$ cat src/design/timed_unit_lease_admission_assert.svh
// assertion macros for the lease admission block
// used by the modules that carry concurrent checks
`ifndef TIMED_UNIT_LEASE_ADMISSION_ASSERT_SVH
`define TIMED_UNIT_LEASE_ADMISSION_ASSERT_SVH
// implication checked on every clock, off during reset
`define TULA_ASSERT_IMP(label, clk, rst, ante, cons) \
   label: assert property (@(posedge clk) disable iff (rst) (ante) |-> (cons)) \
      else $error("assertion failed");
// next-cycle implication
`define TULA_ASSERT_NXT(label, clk, rst, ante, cons) \
   label: assert property (@(posedge clk) disable iff (rst) (ante) |=> (cons)) \
      else $error("assertion failed");
`endif

$ cat src/design/tula_pkg.sv
// shared types and constants for the lease admission block
// no dependencies
package tula_pkg;
   localparam int JobSlotsDefault = 16;
   localparam logic [7:0] CapacityReset = 8'd8;

   localparam logic       CmdAssign = 1'b0;
   localparam logic       CmdTick   = 1'b1;

   localparam logic [1:0] StatAccepted  = 2'd0;
   localparam logic [1:0] StatNoCap     = 2'd1;
   localparam logic [1:0] StatFull      = 2'd2;
   localparam logic [1:0] StatNotAssign = 2'd3;

   typedef struct packed {
      logic        command;
      logic [31:0] job_id;
      logic [7:0]  units_wanted;
      logic [15:0] run_ticks;
   } req_type;

   typedef struct packed {
      logic [1:0]  assign_status;
      logic        done_valid;
      logic [31:0] done_job;
      logic [7:0]  load_now;
      logic [4:0]  jobs_running;
      logic        last;
   } rsp_type;
endpackage

$ cat src/design/tula_front.sv
// front part: accepts request beats and pushes them into a short queue
// depends on tula_pkg
module tula_front (
   input  logic              clock,
   input  logic              reset,
   input  logic              req_valid,
   output logic              req_ready,
   input  tula_pkg::req_type req_data,
   output logic              q_valid,
   input  logic              q_ready,
   output tula_pkg::req_type q_data
);
   import tula_pkg::*;

   // two-entry queue
   req_type     mem_ff [2];
   logic        wptr_ff, wptr_in, rptr_ff, rptr_in;
   logic [1:0]  cnt_ff, cnt_in;
   logic        push, pop;

   assign req_ready = (cnt_ff != 2'd2);
   assign q_valid   = (cnt_ff != 2'd0);
   assign q_data    = mem_ff[rptr_ff];
   assign push      = req_valid && req_ready;
   assign pop       = q_valid && q_ready;

   always_comb begin
      wptr_in = push ? ~wptr_ff : wptr_ff;
      rptr_in = pop ? ~rptr_ff : rptr_ff;
      cnt_in  = cnt_ff + {1'b0, push} - {1'b0, pop};
   end

   always_ff @(posedge clock) begin
      if (push) begin
         mem_ff[wptr_ff] <= req_data;
      end
   end

   always_ff @(posedge clock) begin
      if (reset) begin
         wptr_ff <= 1'b0;
         rptr_ff <= 1'b0;
         cnt_ff  <= 2'd0;
      end else begin
         wptr_ff <= wptr_in;
         rptr_ff <= rptr_in;
         cnt_ff  <= cnt_in;
      end
   end
endmodule

$ cat src/design/tula_back.sv
// back part: job table, admission check and the tick walk
// depends on tula_pkg and the assertion header
`include "timed_unit_lease_admission_assert.svh"
module tula_back #(
   parameter int JOB_SLOTS = tula_pkg::JobSlotsDefault
) (
   input  logic              clock,
   input  logic              reset,
   input  logic [7:0]        capacity,
   input  logic              q_valid,
   output logic              q_ready,
   input  tula_pkg::req_type q_data,
   output logic              rsp_valid,
   input  logic              rsp_ready,
   output tula_pkg::rsp_type rsp_data
);
   import tula_pkg::*;
   localparam int IW = (JOB_SLOTS > 1) ? $clog2(JOB_SLOTS) : 1;
   localparam int CW = $clog2(JOB_SLOTS + 1);

   typedef enum logic [3:0] {
      ST_IDLE = 4'b0001,
      ST_WALK = 4'b0010,
      ST_EMIT = 4'b0100,
      ST_OUT  = 4'b1000
   } state_type;

   // table memories, read one slot per cycle
   logic [31:0] id_mem  [JOB_SLOTS];
   logic [7:0]  un_mem  [JOB_SLOTS];
   logic [15:0] rem_mem [JOB_SLOTS];

   state_type   state_ff, state_in;
   logic [CW-1:0] count_ff, count_in, rd_ff, rd_in, keep_ff, keep_in;
   logic [CW-1:0] nd_ff, nd_in, ep_ff, ep_in;
   logic [7:0]  load_ff, load_in;
   logic        out_v_ff, out_v_in;
   rsp_type     out_ff, out_in;
   // ids of finished jobs
   logic [31:0] done_mem [JOB_SLOTS];
   logic [31:0] done_rd_ff;

   logic [8:0]  sum;
   logic [31:0] rd_id_ff;
   logic [7:0]  rd_un_ff;
   logic [15:0] rd_rem_ff;
   logic        finishing;
   logic        wr_en, dn_en;

   assign finishing = (rd_rem_ff <= 16'd1);
   assign sum = {1'b0, load_ff} + {1'b0, q_data.units_wanted};
   assign q_ready   = (state_ff == ST_IDLE) && !out_v_ff;
   assign rsp_valid = out_v_ff;
   assign rsp_data  = out_ff;

   // control
   always_comb begin
      state_in = state_ff;
      count_in = count_ff;
      rd_in    = rd_ff;
      keep_in  = keep_ff;
      nd_in    = nd_ff;
      ep_in    = ep_ff;
      load_in  = load_ff;
      out_v_in = out_v_ff && !rsp_ready;
      out_in   = out_ff;
      wr_en    = 1'b0;
      dn_en    = 1'b0;
      unique case (state_ff)
         ST_IDLE: begin
            if (q_valid && q_ready) begin
               if (q_data.command == CmdAssign) begin
                  out_in = '0;
                  out_in.last = 1'b1;
                  if (sum > {1'b0, capacity}) begin
                     out_in.assign_status = StatNoCap;
                  end else if (count_ff >= CW'(JOB_SLOTS)) begin
                     out_in.assign_status = StatFull;
                  end else begin
                     out_in.assign_status = StatAccepted;
                     count_in = count_ff + 1'b1;
                     load_in  = sum[7:0];
                  end
                  out_in.load_now     = load_in;
                  out_in.jobs_running = 5'(count_in);
                  out_v_in = 1'b1;
               end else begin
                  rd_in = '0; keep_in = '0; nd_in = '0;
                  state_in = ST_WALK;
               end
            end
         end
         ST_WALK: begin
            if (rd_ff == count_ff) begin
               count_in = keep_ff;
               ep_in    = '0;
               state_in = ST_EMIT;
            end else begin
               rd_in = rd_ff + 1'b1;
               if (finishing) begin
                  load_in = load_ff - rd_un_ff;
                  dn_en   = 1'b1;
                  nd_in   = nd_ff + 1'b1;
               end else begin
                  wr_en   = 1'b1;
                  keep_in = keep_ff + 1'b1;
               end
            end
         end
         ST_EMIT: begin
            // wait for the registered read of finished ids
            if (!out_v_ff || rsp_ready) state_in = ST_OUT;
            if (nd_ff == '0 && (!out_v_ff || rsp_ready)) begin
               out_in = '0;
               out_in.assign_status = StatNotAssign;
               out_in.load_now = load_ff;
               out_in.jobs_running = 5'(count_ff);
               out_in.last = 1'b1;
               out_v_in = 1'b1;
               state_in = ST_IDLE;
            end
         end
         ST_OUT: begin
            if (!out_v_ff || rsp_ready) begin
               out_in.assign_status = StatNotAssign;
               out_in.done_valid    = 1'b1;
               out_in.done_job      = done_rd_ff;
               out_in.load_now      = load_ff;
               out_in.jobs_running  = 5'(count_ff);
               out_in.last          = (ep_ff + 1'b1 == nd_ff);
               out_v_in = 1'b1;
               ep_in    = ep_ff + 1'b1;
               state_in = (ep_ff + 1'b1 == nd_ff) ? ST_IDLE : ST_EMIT;
            end
         end
         default: state_in = ST_IDLE;
      endcase
   end

   // registered table read, address follows the walk pointer
   // the slot being compacted into always sits below the slot being read
   always_ff @(posedge clock) begin
      rd_id_ff  <= id_mem[rd_in[IW-1:0]];
      rd_un_ff  <= un_mem[rd_in[IW-1:0]];
      rd_rem_ff <= rem_mem[rd_in[IW-1:0]];
   end

   // table and finished-id writes
   always_ff @(posedge clock) begin
      if (state_ff == ST_IDLE && q_valid && q_ready && q_data.command == CmdAssign
          && sum <= {1'b0, capacity} && count_ff < CW'(JOB_SLOTS)) begin
         id_mem[count_ff[IW-1:0]]  <= q_data.job_id;
         un_mem[count_ff[IW-1:0]]  <= q_data.units_wanted;
         rem_mem[count_ff[IW-1:0]] <= q_data.run_ticks;
      end else if (wr_en) begin
         id_mem[keep_ff[IW-1:0]]  <= rd_id_ff;
         un_mem[keep_ff[IW-1:0]]  <= rd_un_ff;
         rem_mem[keep_ff[IW-1:0]] <= rd_rem_ff - 16'd1;
      end
      if (dn_en) begin
         done_mem[nd_ff[IW-1:0]] <= rd_id_ff;
      end
      done_rd_ff <= done_mem[ep_ff[IW-1:0]];
   end

   always_ff @(posedge clock) begin
      out_ff <= out_in;
      if (reset) begin
         state_ff <= ST_IDLE;
         count_ff <= '0;
         rd_ff    <= '0;
         keep_ff  <= '0;
         nd_ff    <= '0;
         ep_ff    <= '0;
         load_ff  <= '0;
         out_v_ff <= 1'b0;
      end else begin
         state_ff <= state_in;
         count_ff <= count_in;
         rd_ff    <= rd_in;
         keep_ff  <= keep_in;
         nd_ff    <= nd_in;
         ep_ff    <= ep_in;
         load_ff  <= load_in;
         out_v_ff <= out_v_in;
      end
   end

   `TULA_ASSERT_IMP(a_count_bound, clock, reset, 1'b1, count_ff <= CW'(JOB_SLOTS))
   `TULA_ASSERT_IMP(a_keep_le_rd, clock, reset, state_ff == ST_WALK, keep_ff <= rd_ff)
   `TULA_ASSERT_NXT(a_stall_hold, clock, reset, out_v_ff && !rsp_ready, $stable(out_ff))
   `TULA_ASSERT_IMP(a_no_take_busy, clock, reset, state_ff != ST_IDLE, !q_ready)
endmodule

$ cat src/design/timed_unit_lease_admission.sv
// top level of the lease admission block
// depends on tula_pkg, tula_front and tula_back
// An assign beat passes the queue register, then the admission check into the output
// register, when the back part is idle with its output register free. A tick walks the
// job table one slot per cycle, then sends one result per finished job, each after a
// wait state for the registered read of the finished-id store, or a single result when
// no job finished. A two-beat queue in front lets requests be taken while the back part
// works or waits on rsp_ready.
module timed_unit_lease_admission #(
   parameter int JOB_SLOTS = tula_pkg::JobSlotsDefault
) (
   input  logic              clock,
   input  logic              reset,
   input  logic              req_valid,
   output logic              req_ready,
   input  tula_pkg::req_type req_data,
   output logic              rsp_valid,
   input  logic              rsp_ready,
   output tula_pkg::rsp_type rsp_data,
   input  logic              csr_valid,
   output logic              csr_ready,
   input  logic [7:0]        csr_data
);
   import tula_pkg::*;

   logic [7:0] cap_ff;
   logic       q_valid, q_ready;
   req_type    q_data;

   // capacity register
   assign csr_ready = 1'b1;
   always_ff @(posedge clock) begin
      if (reset) begin
         cap_ff <= CapacityReset;
      end else if (csr_valid) begin
         cap_ff <= csr_data;
      end
   end

   tula_front u_front (
      .clock, .reset, .req_valid, .req_ready, .req_data,
      .q_valid, .q_ready, .q_data
   );

   tula_back #(.JOB_SLOTS(JOB_SLOTS)) u_back (
      .clock, .reset, .capacity(cap_ff), .q_valid, .q_ready, .q_data,
      .rsp_valid, .rsp_ready, .rsp_data
   );
endmodule

$ cat config.mk
export PLATFORM = sky130hd
export DESIGN_NAME = timed_unit_lease_admission
export DESIGN_NICKNAME = d
export VERILOG_FILES = /design/src/design/tula_pkg.sv /design/src/design/tula_front.sv /design/src/design/tula_back.sv /design/src/design/timed_unit_lease_admission.sv
export VERILOG_INCLUDE_DIRS = /design/src /design/src/design
export SDC_FILE = /design/constraint.sdc
export NUM_CORES = 2
export LEC_CHECK = 0
export BUFFER_PORTS_ARGS = -buffer_cell sky130_fd_sc_hd__buf_2
export CAP_MARGIN = 20
export CORE_ASPECT_RATIO = 0.7
export CORE_UTILIZATION = 35
export CTS_BUF_LIST = sky130_fd_sc_hd__clkbuf_8
export DETAILED_ROUTE_END_ITERATION = 10
export HOLD_SLACK_MARGIN = 0.02
export MAX_ROUTING_LAYER = met4
export PLACE_DENSITY = 0.46
export REMOVE_ABC_BUFFERS = 1
export SLEW_MARGIN = 20
export SYNTH_ARGS = -nofsm -noshare
export SYNTH_HDL_FRONTEND = slang
export SYNTH_SLANG_ARGS = --single-unit
$ cat constraint.sdc
create_clock -name clock -period 13.3 [get_ports clock]
set_clock_uncertainty 0.1 [all_clocks]
set_input_delay 1.33 -clock clock [delete_from_list [all_inputs] [get_ports clock]]
set_output_delay 1.33 -clock clock [all_outputs]
set_load 0.005 [all_outputs]
Word level (Yosys, flattened, before mapping)

Memory sizes are Yosys's and may differ from the RTL's. A register that Yosys moved wholly into a read port is not among the register bits.
Cells that the tools add are included.

Reduce and logical (&&, ||, !) cells: 29
Magnitude comparators: 5
Equal/unequal tests: 17
Bitwise logic cells: 3
Multiplexer cells: 74
Add/sub/neg operators: 10

Operator list:

| cell                                                  | number |
|---|---|
| 2-to-1 mux 49 bit                                     | 4 |
| one-hot mux 49 bit (3 select lines)                   | 1 |
| 2-to-1 mux 5 bit                                      | 16 |
| 2-to-1 mux 8 bit                                      | 7 |
| one-hot mux 5 bit (2 select lines)                    | 5 |
| 2-to-1 mux 4 bit                                      | 9 |
| 2-to-1 mux 32 bit                                     | 1 |
| OR reduction 32 bit                                   | 1 |
| adder 5 x 1 -> 5 bit (second input constant)          | 5 |
| AND reduction 5 bit                                   | 5 |
| 2-to-1 mux 1 bit                                      | 24 |
| <= comparator 16 x 1 -> 1 bit (second input constant) | 1 |
| 2-to-1 mux 16 bit                                     | 1 |
| one-hot mux 4 bit (4 select lines)                    | 1 |
| one-hot mux 8 bit (2 select lines)                    | 1 |
| OR reduction 16 bit                                   | 1 |
| subtractor 16 x 1 -> 16 bit (second input constant)   | 1 |
| == test 5 bit                                         | 2 |
| logical AND 1 bit                                     | 10 |
| != test 2 x 1 -> 1 bit (second input constant)        | 5 |
| != test 2 bit (second input constant)                 | 5 |
| adder 8 x 8 -> 9 bit                                  | 1 |
| > comparator 9 x 8 -> 1 bit                           | 1 |
| <= comparator 9 x 8 -> 1 bit                          | 1 |
| 22 further kinds                                      | 29 |

Bits of input ports: 70
Memories kept: 5
Flip-flop bits (word level): 99
Memory bits (writable): 1522

Memories:

| memory          | words | bits a word | rd ports | clocked after memory_dff | write ports | line             | text |
|---|---|---|---|---|---|---|---|
| u_back.done_mem | 16    | 32          | 1        | 1                        | 1           | tula_back.sv:40  | `logic [31:0] done_mem [JOB_SLOTS];` |
| u_back.id_mem   | 16    | 32          | 1        | 1                        | 1           | tula_back.sv:29  | `logic [31:0] id_mem [JOB_SLOTS];` |
| u_back.rem_mem  | 16    | 16          | 1        | 1                        | 1           | tula_back.sv:31  | `logic [15:0] rem_mem [JOB_SLOTS];` |
| u_back.un_mem   | 16    | 8           | 1        | 1                        | 1           | tula_back.sv:30  | `logic [7:0] un_mem [JOB_SLOTS];` |
| u_front.mem_ff  | 2     | 57          | 1        | 1                        | 1           | tula_front.sv:16 | `req_type mem_ff [2];` |

Logic depth before layout (Yosys ltp)

Word-level depth: 10
Depth in mapped cells: 22
Depth with buffers taken out: 18

Cells and area by module

From an unflattened synthesis, not the netlist that was laid out.

Cells, all modules: 3842
Area total of the unflattened synthesis: 66964.2 sq um

By module, submodules not included:

| module                     | cells an instance | times used | sequential area each (sq um) | area an instance (sq um) |
|---|---|---|---|---|
| tula_back                  | 3613              | 1          | 46274.4                      | 62199.7 |
| tula_front                 | 201               | 1          | 3523.4                       | 4463.0 |
| timed_unit_lease_admission | 28                | 1          | 160.2                        | 301.5 |

Least setup slack after synthesis

No wires, ideal clock.

Path kind: register to register
From: register with a tool-made name
To: memory u_back.id_mem[0][0] (enable)
Cell stages (with the launch flop): 22
Path slack: 5.882 ns
Period minus slack after synthesis: 7.418 ns
Library setup time: 0.470 ns
Arrival time: 6.848 ns
Path buffers: 4
Path through: dfxtp_1 > clkbuf_1 > buf_1 > mux2i_1 > inv_1 > ha_1 > a21o_1 > a21oi_1 > o21ai_0 > o41ai_1 > xnor2_1 > ha_1 > a211oi_1 > o211ai_1 > o211ai_1 > nand2_1 > o21ai_0 > clkbuf_1 > clkbuf_1 > nand2_1 > o32a_1 > nor2_1

RTL lines:

| element       | line |
|---|---|
| end, declared | tula_back.sv:29 |

==> results.sh <==
export IMPL_finalWeightedCongestion=0.780
export IMPL_start_util_pct=35.4
export IMPL_p_leak_uw=0.0242
export IMPL_path_class="register to register"
export IMPL_path_clk_slew_ns=0.07
export IMPL_clock_sinks=1710
export IMPL_grt_max_degree=164
export IMPL_drv_cap=0
export IMPL_pwr_share_clk_pct=33.2
export IMPL_wl_per_cell_um=25.7
export IMPL_hold_path_class="register to register"
export IMPL_seq_area_frac_synth_pct=77.0
export IMPL_grt_pass1_wl_um=229000
export IMPL_viasPerCell=5.16
export IMPL_cts_path_max_buffers=4
export IMPL_clkLatencyLatePin_ns=0.99
export IMPL_endpoint_kind="register"
export IMPL_drtIter0Drc=2443
export IMPL_tritoncts="yes"
export IMPL_synth_main_ff_cell="edfxtp_1"
export IMPL_drt_antenna_violating_nets=0
export IMPL_fmax_mhz=135
export IMPL_numCtsBuffers=290
export IMPL_synth_edff_count=1571
export IMPL_grt_pass1_vias=33300
export IMPL_core_region_area_mm2=0.183
export IMPL_slew_viol_final=0
export IMPL_p_switching_uw=3550
export IMPL_first_pass_iters=5
export IMPL_cp_common_cell="buf_4"
export IMPL_cp_cell_sequence="buf_4, mux2_2, ha_1, inv_1, fa_1, nor2b_1, o21ai_0, a21boi_0, o31a_1, a21oi_1, ha_1, a211oi_1, o211ai_1, o211ai_1, nand2_1, o21ai_1, buf_4, a32oi_1, nor2_4, buf_4"
export IMPL_areaGrowthSynthToFinish_pct=14.4
export IMPL_crit_buf_inv=4
export IMPL_power_frac_comb_pct=13.6
export IMPL_postPlaceCellArea_mm2=0.0688
export IMPL_slowest_stage="nor2_4"
export IMPL_finalHoldViolations=0
export IMPL_yosysMostFrequentCell="edfxtp_1"
export IMPL_placed_cells=5574
export IMPL_cts_hold_buf=0
export IMPL_postCtsResizedCells=0
export IMPL_setup_viol_count_final=0
export IMPL_boundaryPins=122
export IMPL_status="finished clean"
export IMPL_post_route_drc_count=0
export IMPL_fin_util_pct=40.5
export IMPL_die_w_um=517
export IMPL_synth_top_cell_area_share_pct=72.7
export IMPL_critPathTopFamily="compound AO/OA/AOI/OAI gates"
export IMPL_slowest_delay_ns=0.76
export IMPL_internal_power_uw=9640
export IMPL_ys_seq_elements=1710
export IMPL_dieArea_mm2=0.187
export IMPL_cts_setup_buffers=0
export IMPL_layout_nets=3516
export IMPL_drive_above_1_share_pct=28.9
export IMPL_synthArstFlopShare_pct=0
export IMPL_syn_area_mm2=0.0649
export IMPL_synth_area_top_cells="edfxtp_1 (73%), mux4_2 (13%), dfxtp_1 (4.3%)"
export IMPL_cts_root_buffer="clkbuf_8"
export IMPL_synth_warnings=0
export IMPL_p_sw_share_pct=26.9
export IMPL_antenna_found_initial=10
export IMPL_seq_power_share_pct=53.2
export IMPL_rows=131
export IMPL_postSynthAreaPerCell_um2=21.2
export IMPL_grt_overflow=0
export IMPL_htree_levels=5
export IMPL_dieHeight_um=362
export IMPL_required_ns=13.77
export IMPL_wl_um=156000
export IMPL_track_usage_pct=17.4
export IMPL_worst_slew_pin_transition_ns=1.31
export IMPL_min_period_over_period_pct=55.8
export IMPL_whs_ns=0.388
export IMPL_place_hpwl_um=83200
export IMPL_synth_top_area_cell="edfxtp_1"
export IMPL_p_per_area_mw_per_mm2=178
export IMPL_ys_top_cells_by_count="edfxtp_1 (1571), mux4_2 (384), dfxtp_1 (139)"
export IMPL_crit_path_start_kind="register"
export IMPL_period_needed_ns=7.42
export IMPL_port_buffers=120
export IMPL_timing_max_slew_rel_slack_pct=12.6
export IMPL_ir_worst_vdd_v=0.000131
export IMPL_final_cells=6083
export IMPL_finalInstanceArea_mm2=0.0742
export IMPL_syn_inst=3060
export IMPL_rsz0062_at_grt="no"
export IMPL_path_max_fanout=37
export IMPL_vias=31400
export IMPL_synth_cell_types=65
export IMPL_worstPathArrival_ns=7.90
kinds of logic (layout without fill, tap and decap cells):
logic type | after synthesis | in the layout | synth area share (%)
fa+ha+maj | 38 | 38 | 0.756
xor+xnor | 51 | 51 | 0.688
mux | 463 | 463 | 14.6
compound gates | 276 | 276 | 3.14
buf+inv | 195 | 752 | 1.45
simple gates | 326 | 326 | 2.38
other cells | 1 | 7 | 0.00578
flops | 1710 | 1710 | 77.0
cell usage in the layout (no fill, tap or decap), drive strengths merged, types with 59 or more instances in the layout:
cell,count
o21ai,79
mux2i,59
mux4,384
clkbuf,321
buf,214
nand2,94
clkinv,75
nor2,107
dfxtp,139
edfxtp,1571
inv,133
metal layers:
metal,track usage [%],up-vias,wire (um),part of all wire (%)
li1,-,13400,-,-
met1,25.1,16900,75600,48
met2,25.3,853,70500,45
met3,3.04,274,7380,4.7
met4,4.51,0,3070,2.0
met5,-,-,0,0
through the flow:
step                power [uW]  setup TNS [ns]  setup slack (ns)
floorplan                 8160         -655.24            -11.54
finish                   13200               0              5.88
CTS                      13400               0              5.81
detailed placement        8970               0              5.82
global placement          8890               0              5.94
global route             13800               0              5.37
path summary, 6_finish.rpt:
| kind | startpoint | end | slack [ns] | cells past startpoint |
|---|---|---|---|---|
| max reg2reg | register | u_back.rem_mem[8][11] | 5.88 | 20 |
| min reg2reg | u_back.done_rd_ff[11] | u_back.rsp_data[25] | 0.39 | 1 |
| max | register | u_back.rem_mem[8][11] | 5.88 | 20 |
| min | u_back.done_rd_ff[11] | u_back.rsp_data[25] | 0.39 | 1 |
power by group through the flow:
| stage | clock [uW] | combinational, uW | sequential, uW |
|---|---|---|---|
| after floorplan | 0 | 1130 | 7040 |
| after global placement | 0 | 1770 | 7110 |
| after detailed placement | 0 | 1830 | 7140 |
| after CTS | 4520 | 1830 | 7030 |
| after global routing | 4750 | 2000 | 7060 |
| final | 4380 | 1800 | 7010 |
area by class of cell:
| cell class | count | area (um^2) |
|---|---|---|
| Fill cell | 16100 | 109000 |
| Sequential cell | 1710 | 50000 |
| Multi-Input combinational cell | 1155 | 14300 |
| Clock buffer | 321 | 4420 |
| Tap cell | 2460 | 3080 |
| Timing Repair Buffer | 214 | 1400 |
| Clock inverter | 180 | 856 |
| Inverter | 37 | 139 |
| Antenna cell | 6 | 15.0 |
state kept, by name, summed over array words and instances, names as in the netlist, 2 cells and up, named ones only:
| register | count |
|---|---|
| u_back.rd_rem_ff | 16 |
| u_back.rd_ff | 5 |
| cap_ff | 8 |
| u_back.rd_un_ff | 8 |
| u_back.done_mem | 512 |
| u_back.rem_mem | 256 |
| u_back.nd_ff | 5 |
| u_back.rd_id_ff | 32 |
| u_back.keep_ff | 5 |
| u_back.state_ff | 4 |
| u_back.un_mem | 128 |
| u_back.count_ff | 5 |
| u_back.done_rd_ff | 32 |
| u_front.cnt_ff | 2 |
| u_back.rsp_data | 49 |
| u_back.load_ff | 8 |
| u_back.id_mem | 512 |
| u_front.mem_ff | 114 |
| u_back.ep_ff | 5 |
Note: power is estimated with default switching activity, not from simulation.
